===== src/sv/pls_pkg.sv =====
package pls_pkg;

    localparam int DEFAULT_DEPTH = 16;

    typedef enum logic [2:0] {
        REQ_ADD_FRONT  = 3'd0,
        REQ_ADD_END    = 3'd1,
        REQ_ADD_POS    = 3'd2,
        REQ_DROP_FRONT = 3'd3,
        REQ_DROP_END   = 3'd4,
        REQ_DROP_POS   = 3'd5
    } t_req_type;

    typedef enum logic [1:0] {
        ST_OK    = 2'd0,
        ST_EMPTY = 2'd1,
        ST_RANGE = 2'd2,
        ST_FULL  = 2'd3
    } t_status;

    typedef enum logic [1:0] {
        CELL_HOLD = 2'd0,
        CELL_INS  = 2'd1,
        CELL_DEL  = 2'd2
    } t_cell_op;

    typedef struct packed {
        logic [2:0]         req_type;
        logic signed [31:0] value;
        logic [4:0]         position;
    } t_req;

    typedef struct packed {
        logic [1:0] status;
        logic [4:0] count;
        logic       is_empty;
    } t_resp;

endpackage


===== src/sv/positional_list_store.sv =====
// Bounded ordered list of up to DEPTH signed 32-bit values, entry 1 at the front, usable as a
// stack or a queue. Each request inserts at the front, the end or a 1-based position, or removes
// the front, the end or a position, and returns one response with status, count after the
// request and an empty flag; removed values are discarded. The entries sit in a row of cells,
// and the cells from the chosen position to the end all shift toward or away from it in the
// same cycle. A new request is taken every cycle while the output is not stalled; the response
// register accepts a new request in the same cycle that the previous response leaves, and a
// stalled response stalls the input. The response is registered on acceptance. Entry storage
// needs no clearing after reset.
module positional_list_store #(
    parameter int DEPTH = pls_pkg::DEFAULT_DEPTH
) (
    input  logic           i_clk,
    input  logic           i_rst_n,
    input  logic           i_in_valid,
    input  pls_pkg::t_req  i_in_data,
    output logic           o_in_stall,
    output logic           o_out_valid,
    output pls_pkg::t_resp o_out_data,
    input  logic           i_out_stall
);
    import pls_pkg::*;

    localparam int IW   = $clog2(DEPTH);
    localparam int CW   = $clog2(DEPTH + 1);
    localparam int CMPW = (CW > 5 ? CW : 5) + 1;

    logic [CW-1:0] r_count;
    logic [CW-1:0] n_count;
    logic          r_out_valid;
    t_resp         r_out_data;

    logic            accept;
    t_cell_op        cell_op;
    logic [IW-1:0]   cell_idx;
    t_status         status;
    logic            full;
    logic            empty;
    logic [CMPW-1:0] cnt_x;
    logic [CMPW-1:0] pos_x;
    logic [CMPW-1:0] pos_m1;
    logic [CMPW-1:0] cnt_m1;
    logic [CMPW-1:0] ncnt_x;

    logic signed [31:0] entry [DEPTH];

    assign o_in_stall = r_out_valid && i_out_stall;
    assign accept     = i_in_valid && !o_in_stall;

    assign full   = (r_count == CW'(DEPTH));
    assign empty  = (r_count == '0);
    assign cnt_x  = CMPW'(r_count);
    assign pos_x  = CMPW'(i_in_data.position);
    assign pos_m1 = pos_x - CMPW'(1);
    assign cnt_m1 = cnt_x - CMPW'(1);
    assign ncnt_x = CMPW'(n_count);

    always_comb begin
        cell_op  = CELL_HOLD;
        cell_idx = '0;
        status   = ST_OK;
        case (i_in_data.req_type)
            REQ_ADD_FRONT: begin
                if (full) begin
                    status = ST_FULL;
                end else begin
                    cell_op = CELL_INS;
                end
            end
            REQ_ADD_END: begin
                if (full) begin
                    status = ST_FULL;
                end else begin
                    cell_op  = CELL_INS;
                    cell_idx = cnt_x[IW-1:0];
                end
            end
            REQ_ADD_POS: begin
                if (pos_x == '0 || pos_x > cnt_x + CMPW'(1)) begin
                    status = ST_RANGE;
                end else if (full) begin
                    status = ST_FULL;
                end else begin
                    cell_op  = CELL_INS;
                    cell_idx = pos_m1[IW-1:0];
                end
            end
            REQ_DROP_FRONT: begin
                if (empty) begin
                    status = ST_EMPTY;
                end else begin
                    cell_op = CELL_DEL;
                end
            end
            REQ_DROP_END: begin
                if (empty) begin
                    status = ST_EMPTY;
                end else begin
                    cell_op  = CELL_DEL;
                    cell_idx = cnt_m1[IW-1:0];
                end
            end
            REQ_DROP_POS: begin
                if (empty) begin
                    status = ST_EMPTY;
                end else if (pos_x == '0 || pos_x > cnt_x) begin
                    status = ST_RANGE;
                end else begin
                    cell_op  = CELL_DEL;
                    cell_idx = pos_m1[IW-1:0];
                end
            end
            default: begin
                cell_op = CELL_HOLD;
                status  = ST_OK;
            end
        endcase
        if (!accept) begin
            cell_op = CELL_HOLD;
        end
    end

    always_comb begin
        case (cell_op)
            CELL_INS: n_count = r_count + CW'(1);
            CELL_DEL: n_count = r_count - CW'(1);
            default:  n_count = r_count;
        endcase
    end

    for (genvar g = 0; g < DEPTH; g++) begin : g_cell
        logic signed [31:0] left;
        logic signed [31:0] right;
        if (g == 0) begin : g_first
            assign left = i_in_data.value;
        end else begin : g_mid_l
            assign left = entry[g-1];
        end
        if (g == DEPTH - 1) begin : g_last
            assign right = entry[g];
        end else begin : g_mid_r
            assign right = entry[g+1];
        end
        pls_cell #(
            .DEPTH(DEPTH),
            .INDEX(g)
        ) u_cell (
            .i_clk   (i_clk),
            .i_op    (cell_op),
            .i_idx   (cell_idx),
            .i_value (i_in_data.value),
            .i_left  (left),
            .i_right (right),
            .o_entry (entry[g])
        );
    end

    always_ff @(posedge i_clk) begin
        if (!i_rst_n) begin
            r_count     <= '0;
            r_out_valid <= 1'b0;
        end else begin
            if (accept) begin
                r_count     <= n_count;
                r_out_valid <= 1'b1;
            end else if (!i_out_stall) begin
                r_out_valid <= 1'b0;
            end
        end
    end

    always_ff @(posedge i_clk) begin
        if (accept) begin
            r_out_data.status   <= status;
            r_out_data.count    <= ncnt_x[4:0];
            r_out_data.is_empty <= (n_count == '0);
        end
    end

    assign o_out_valid = r_out_valid;
    assign o_out_data  = r_out_data;

endmodule


===== src/sv/pls_cell.sv =====
module pls_cell #(
    parameter int DEPTH = pls_pkg::DEFAULT_DEPTH,
    parameter int INDEX = 0
) (
    input  logic                     i_clk,
    input  pls_pkg::t_cell_op        i_op,
    input  logic [$clog2(DEPTH)-1:0] i_idx,
    input  logic signed [31:0]       i_value,
    input  logic signed [31:0]       i_left,
    input  logic signed [31:0]       i_right,
    output logic signed [31:0]       o_entry
);
    import pls_pkg::*;

    localparam int IW = $clog2(DEPTH);
    localparam logic [IW-1:0] MY_IDX = IW'(INDEX);

    logic signed [31:0] r_entry;
    logic signed [31:0] n_entry;

    always_comb begin
        n_entry = r_entry;
        case (i_op)
            CELL_INS: begin
                if (MY_IDX == i_idx) begin
                    n_entry = i_value;
                end else if (MY_IDX > i_idx) begin
                    n_entry = i_left;
                end
            end
            CELL_DEL: begin
                if (MY_IDX >= i_idx) begin
                    n_entry = i_right;
                end
            end
            default: n_entry = r_entry;
        endcase
    end

    always_ff @(posedge i_clk) begin
        r_entry <= n_entry;
    end

    assign o_entry = r_entry;

endmodule


===== config.mk =====
export PLATFORM = sky130hd
export DESIGN_NAME = positional_list_store
export DESIGN_NICKNAME = d
export VERILOG_FILES = /design/src/sv/pls_pkg.sv /design/src/sv/positional_list_store.sv /design/src/sv/pls_cell.sv
export SDC_FILE = /design/constraint.sdc
export NUM_CORES = 1
export LEC_CHECK = 0
export BUFFER_PORTS_ARGS = -buffer_cell sky130_fd_sc_hd__buf_2
export CAP_MARGIN = 20
export CORE_MARGIN = 5
export CORE_UTILIZATION = 48
export CTS_BUF_LIST = sky130_fd_sc_hd__clkbuf_2 sky130_fd_sc_hd__clkbuf_4 sky130_fd_sc_hd__clkbuf_8
export DETAILED_ROUTE_END_ITERATION = 7
export PLACE_DENSITY = 0.8
export SLEW_MARGIN = 20
export SYNTH_ARGS = -nofsm -noshare
export SYNTH_HDL_FRONTEND = slang
export SYNTH_SLANG_ARGS = --single-unit

===== constraint.sdc =====
create_clock -name i_clk -period 4.36 [get_ports i_clk]
set_input_delay 0 -clock i_clk [delete_from_list [all_inputs] [get_ports i_clk]]
set_output_delay 0 -clock i_clk [all_outputs]
set_load 0.005 [all_outputs]

==> flow_metrics.tcl, run 1 <==
set metrics [dict create \
    status "completed" \
    r2r_start "r_count[1]$_SDFFE_PN0P_" \
    crit_type "reg2reg" \
    htreeDepth 1 \
    ys_ff_latch 14 \
    finClkSkew_ns 0.00727 \
    mostFrequentLayoutCells "21 x buf_2, 16 x ha_1, 13 x nand2_1" \
    final.min_clock_period_ns 4.05 \
    report.final.slew_viol_count 0 \
    path_clk_slew_ns 0.08 \
    fin_nets 214 \
    synth_top_area_share_pct 20.3 \
    crit_arrival_ns 4.15 \
    finalHoldViolCount 0 \
    fin_crit_sh_pct 92.9 \
    synth-edff-count 8 \
    cts_buffers 3 \
    hp-class "in2reg" \
    antenna_found_initial 0 \
    grt-ovfl-total 0 \
    ctsLongestPathBuffers 2 \
    portBuffers 21 \
    vdd_drop_max_uv 172 \
    endpoint_kind "flop" \
    clock_latency_ns 0.28 \
    cpMostUsedCell "ha_1" \
    grt_usage_pct 15.8 \
    fmax_mhz 247 \
    crit_fanout 7 \
    core_um2 2410 \
    ys_async_sr_fraction_pct 0 \
    rows 18 \
    synth-seq-area-share_pct 30.4 \
    synth_fp_nets 185 \
    diodes 0 \
    p_leak_nw 0.646 \
    power_per_cell_area_nw_per_um2 235 \
    drc 0 \
    ys.warnings.count 0 \
    place_congestion 0.834 \
    grt_pass1_wl_um 4370 \
    cts_root_buf "clkbuf_4" \
    drive_gt1_share_pct 23.2 \
    rsz0062_at_grt "no" \
    die-area_um2 3560 \
    cts.sinks 14 \
    crit_family "compound AO/OA/AOI/OAI gates" \
    setup_viol 0 \
    first_iter_violations 74 \
    tns_ns 0 \
    totalWireLength_um 2680 \
    cp.required_ns 4.46 \
    die_x_um 59.7 \
    slew_headroom_pct 69.1 \
    num_vias 1051 \
    path_cells "ha_1 > nand3_1 > xnor2_1 > ha_1 > nand3_1 > o32ai_2 > a21oi_1 > o31ai_1 > nand2_1 > ha_1 > fa_1 > a21o_1 > a2111oi_4 > a31o_1 > o311ai_2 > nor4_2" \
    areaGrowthSynthToFinish_pct 17.0 \
    viasPerCell 5.81 \
    syn_avg_cell_area_um2 9.56 \
    yosys_most_used_dff "edfxtp_1" \
    synth_area_um2 1180 \
    path_buf_inv 0 \
    wire_per_inst_um 14.8 \
    critPathLaunchType "flop" \
    worst_slew_pin_slew_ns 0.463 \
    die_h_um 59.7 \
    timing.hold.ws_ns 0.231 \
    grt_pass1_vias 982 \
    final_common_cell "buf_2" \
    fin_util_pct 57.5 \
    initial_core_util_pct 49.2 \
    slowest_delay_ns 0.44 \
    hold_path_startpoint "i_in_data[37]" \
    ys_types 41 \
    drv_cap 0 \
    pin_count 54 \
    grt_max_degree 12 \
    cts_tree "yes" \
    synth_top_area_cell "edfxtp_1" \
    synth.area.top_cells "edfxtp_1 20%, ha_1 17%, dfxtp_1 10%, xnor2_1 5.9%, nand2_1 4.1%" \
    dpl.hpwl_um 2000 \
    drt-pass1-iter-count 4 \
    ant_nets 0 \
    crit_start "r_count[1]$_SDFFE_PN0P_" \
    crit_slowest_cell "dfxtp_2" \
    syn_inst 124 \
]
## layout make-up
cell class / count / area [um^2]
multi-input cells: 97 / 774
repair buffers: 25 / 143
clock buffers: 3 / 22.5
inverters: 12 / 45.0
flip-flops and latches: 14 / 364
fillers: 210 / 1020
well taps: 30 / 37.5
## logic make-up (layout without fill, tap and decap cells)
group | Yosys count | in the layout | synth area share [%]
AO/OA/AOI/OAI | 32 | 32 | 22.2
AND/OR/NAND/NOR | 37 | 37 | 16.1
XOR/XNOR | 8 | 8 | 5.91
multiplexers | 3 | 3 | 2.64
adder cells (fa/ha/maj) | 17 | 17 | 18.6
buffers and inverters | 13 | 40 | 4.22
flip-flops | 14 | 14 | 30.4
## through the flow
stage / std cells / cell area, um^2 / setup WS, ns / total power (W)
after floorplan: 124 / 1180 / 0.626 / 0.000221
after global placement: 175 / 1330 / 0.342 / 0.000247
after detailed placement: 175 / 1330 / 0.231 / 0.000252
after CTS: 181 / 1380 / 0.142 / 0.000327
after global routing: 181 / 1390 / 0.0387 / 0.000347
final: 181 / 1390 / 0.309 / 0.000325
## report_power, final
group	switching [W]	leakage, nW	internal, W
Combinational	0.0000523	0.502	0.0000431
Clock	0.0000388	0.0138	0.0000320
Sequential	0.00000723	0.131	0.000152
## registers in the layout, summed over array words and instances (netlist names)
register / cells
o_out_data: 8
o_out_valid: 1
r_count: 5
## routing by layer
metal	global-route usage (%)	vias up	wire length (um)
met3	2.16	3	102
met2	28.4	24	1390
met1	19.3	511	1160
met5	0	-	0
met4	4.75	0	25
li1	-	513	-
## what timing repair did
action	CTS	global route
endpoints found under the setup margin	0	1
gates resized for setup	0	3
hold buffers	3	0
buffers inserted	0	0
hold endpoints to repair	2	0
## final timing paths
check | endpoint | slack [ns] | depth (start not counted)
worst max-delay path | o_out_data[0]$_DFFE_PP_ | 0.31 | 16
worst min-delay path | o_out_data[7]$_DFFE_PP_ | 0.23 | 3
worst max register to register | o_out_data[0]$_DFFE_PP_ | 0.31 | 16
worst min register to register | r_count[2]$_SDFFE_PN0P_ | 0.55 | 2
## worst register-to-register path, delay by kind of cell, from the launching register on
family | cells | cell delay (ns)
xor gates and xnor gates | 1 | 0.14
AOI/OAI and AO/OA | 7 | 1.46
DFF | 1 | 0.44
adders and majority gates | 4 | 1.21
and+or+nand+nor | 4 | 0.63
## synth_stat cells (3+ instances only)
library cell  count
edfxtp_1          8
nand2_1          13
dfxtp_1           6
a21o_1            4
a21oi_1           6
nor2_1            6
o21ai_0           3
inv_1            10
nand3_1           4
ha_1             16
xnor2_1           8
Power figures use the tool's default switching activity.
==> run 2: changes to the inputs <==
==> constraint.sdc (replaced) <==
create_clock -name i_clk -period 4.3 [get_ports i_clk]
set_input_delay 0 -clock i_clk [delete_from_list [all_inputs] [get_ports i_clk]]
set_output_delay 0 -clock i_clk [all_outputs]
set_load 0.005 [all_outputs]
==> run 2 against run 1 <==
Against the previous run: register-to-register slack got worse by 0.09 ns; combinational power rose by 2.6%; sequential power barely moved; worst hold slack got worse by 0.18 ns; critical path type unchanged; largest power group unchanged; critical endpoint unchanged; final area barely moved.
==> flow_metrics.tcl, run 2 (synthesized netlist as in run 1, its figures left out) <==
set metrics [dict create \
    drt-pass1-iter-count 4 \
    grt_usage_pct 15.5 \
    core_um2 2410 \
    p_leak_nw 0.647 \
    ctsLongestPathBuffers 2 \
    report.final.slew_viol_count 0 \
    rsz0062_at_grt "no" \
    status "completed" \
    first_iter_violations 33 \
    fmax_mhz 245 \
    grt_pass1_vias 988 \
    cts_root_buf "clkbuf_4" \
    totalWireLength_um 2670 \
    fin_crit_sh_pct 94.9 \
    grt-ovfl-total 0 \
    cp.required_ns 4.39 \
    slowest_delay_ns 0.49 \
    drv_cap 0 \
    hp-class "in2reg" \
    antenna_found_initial 0 \
    wire_per_inst_um 14.6 \
    num_vias 1036 \
    crit_type "reg2reg" \
    crit_arrival_ns 4.17 \
    tns_ns 0 \
    cts_tree "yes" \
    met1_usage_pct 18.8 \
    power_per_cell_area_nw_per_um2 240 \
    fin_total_pwr_w 0.000333 \
    path_clk_slew_ns 0.08 \
    areaGrowthSynthToFinish_pct 16.9 \
    worstHoldPathCells 4 \
    timing.hold.ws_ns 0.0510 \
    portBuffers 21 \
    path_cells "nand3_1 > xnor2_1 > ha_1 > a21o_1 > a21oi_1 > a21oi_1 > o31ai_1 > nand2_1 > ha_1 > fa_1 > a21o_1 > a2111oi_4 > a31o_1 > o311ai_2 > nor4_2" \
    drive_gt1_share_pct 22.4 \
    place_congestion 0.830 \
    pin_count 54 \
    regToRegSetupSlack_ns 0.22 \
    die-area_um2 3560 \
    crit_slowest_cell "dfxtp_1" \
    grt_max_degree 12 \
    met3_usage_pct 1.51 \
    r2r_start "r_count[2]$_SDFFE_PN0P_" \
    viasPerCell 5.69 \
    cts_setup_buffers 0 \
    initial_core_util_pct 49.2 \
    endpoint_kind "flop" \
    hold_path_startpoint "i_out_stall" \
    cts_buffers 3 \
    crit_start "r_count[2]$_SDFFE_PN0P_" \
    grt_pass1_wl_um 4250 \
    dpl.hpwl_um 2070 \
    clock_latency_ns 0.27 \
    final_common_cell "buf_2" \
    rr_worst_depth 15 \
    vdd_drop_max_uv 158 \
    mostFrequentLayoutCells "21 x buf_2, 16 x ha_1, 13 x nand2_1" \
    fin_nets 214 \
    post_dp_cell_area_um2 1340 \
    htreeDepth 1 \
    setup_viol 0 \
    finClkSkew_ns 0.00233 \
    crit_fanout 7 \
    top_usage_layer "met2" \
    largest_reg_flops 8 \
    stdcell_area_um2 1390 \
    final.min_clock_period_ns 4.08 \
    die_x_um 59.7 \
    grt_util_met2_pct 28.1 \
    ant_nets 0 \
    slew_headroom_pct 69.6 \
    critPathLaunchType "flop" \
    drc 0 \
    worst_slew_pin_slew_ns 0.455 \
    finalHoldViolCount 0 \
    diodes 0 \
    die_h_um 59.7 \
    cts.sinks 14 \
    rows 18 \
]
==> run 2: through the flow <==
stage,std cells,setup WS (ns),util [%]
2_1_floorplan,124,0.566,-
3_3_place_gp,176,0.324,55.5
3_5_place_dp,176,0.251,55.5
4_1_cts,181,0.171,57.0
5_1_grt,182,0.00314,57.5
6_report,182,0.218,57.5
==> run 2: layout make-up <==
type | count | area [um^2]
sequential | 14 | 362
inverter | 12 | 45.0
fill | 197 | 1020
timing repair buffer | 25 | 140
clock buffer | 3 | 22.5
clock inverter | 1 | 3.75
tap | 30 | 37.5
multi-input combinational | 97 | 774
==> run 2: worst paths after layout <==
kind / to
hold reg to reg: r_count[4]$_SDFFE_PN0P_
setup / recovery: o_out_data[0]$_DFFE_PP_
setup reg to reg: o_out_data[0]$_DFFE_PP_
hold / removal: o_out_valid$_SDFFE_PN0P_
==> run 2: worst max-delay path, delay by kind of cell, from the launching register on <==
family                     cells  cell delay [ns]
DFF                            1             0.49
and+or+nand+nor                3             0.62
AOI/OAI and AO/OA              8             1.61
adders and majority gates      3             0.99
xor gates and xnor gates       1             0.17
==> run 2: repair_timing <==
item	4_1_cts	5_1_grt
hold endpoints to repair	1	1
resized for setup	0	1
setup endpoints to repair	0	1
hold buffers	1	1
==> run 2: power by group <==
group / internal [W] / switching (W) / leakage [nW] / total (W)
logic: 0.0000438 / 0.0000540 / 0.502 / 0.0000978
registers: 0.000154 / 0.00000581 / 0.130 / 0.000160
clock network: 0.0000336 / 0.0000418 / 0.0154 / 0.0000754
==> run 2: metal layers <==
metal | routed length [um] | share of wire (%)
met1 | 1130 | 42
met2 | 1390 | 52
met3 | 123 | 4.6
met4 | 23 | 0.86
met5 | 0 | 0
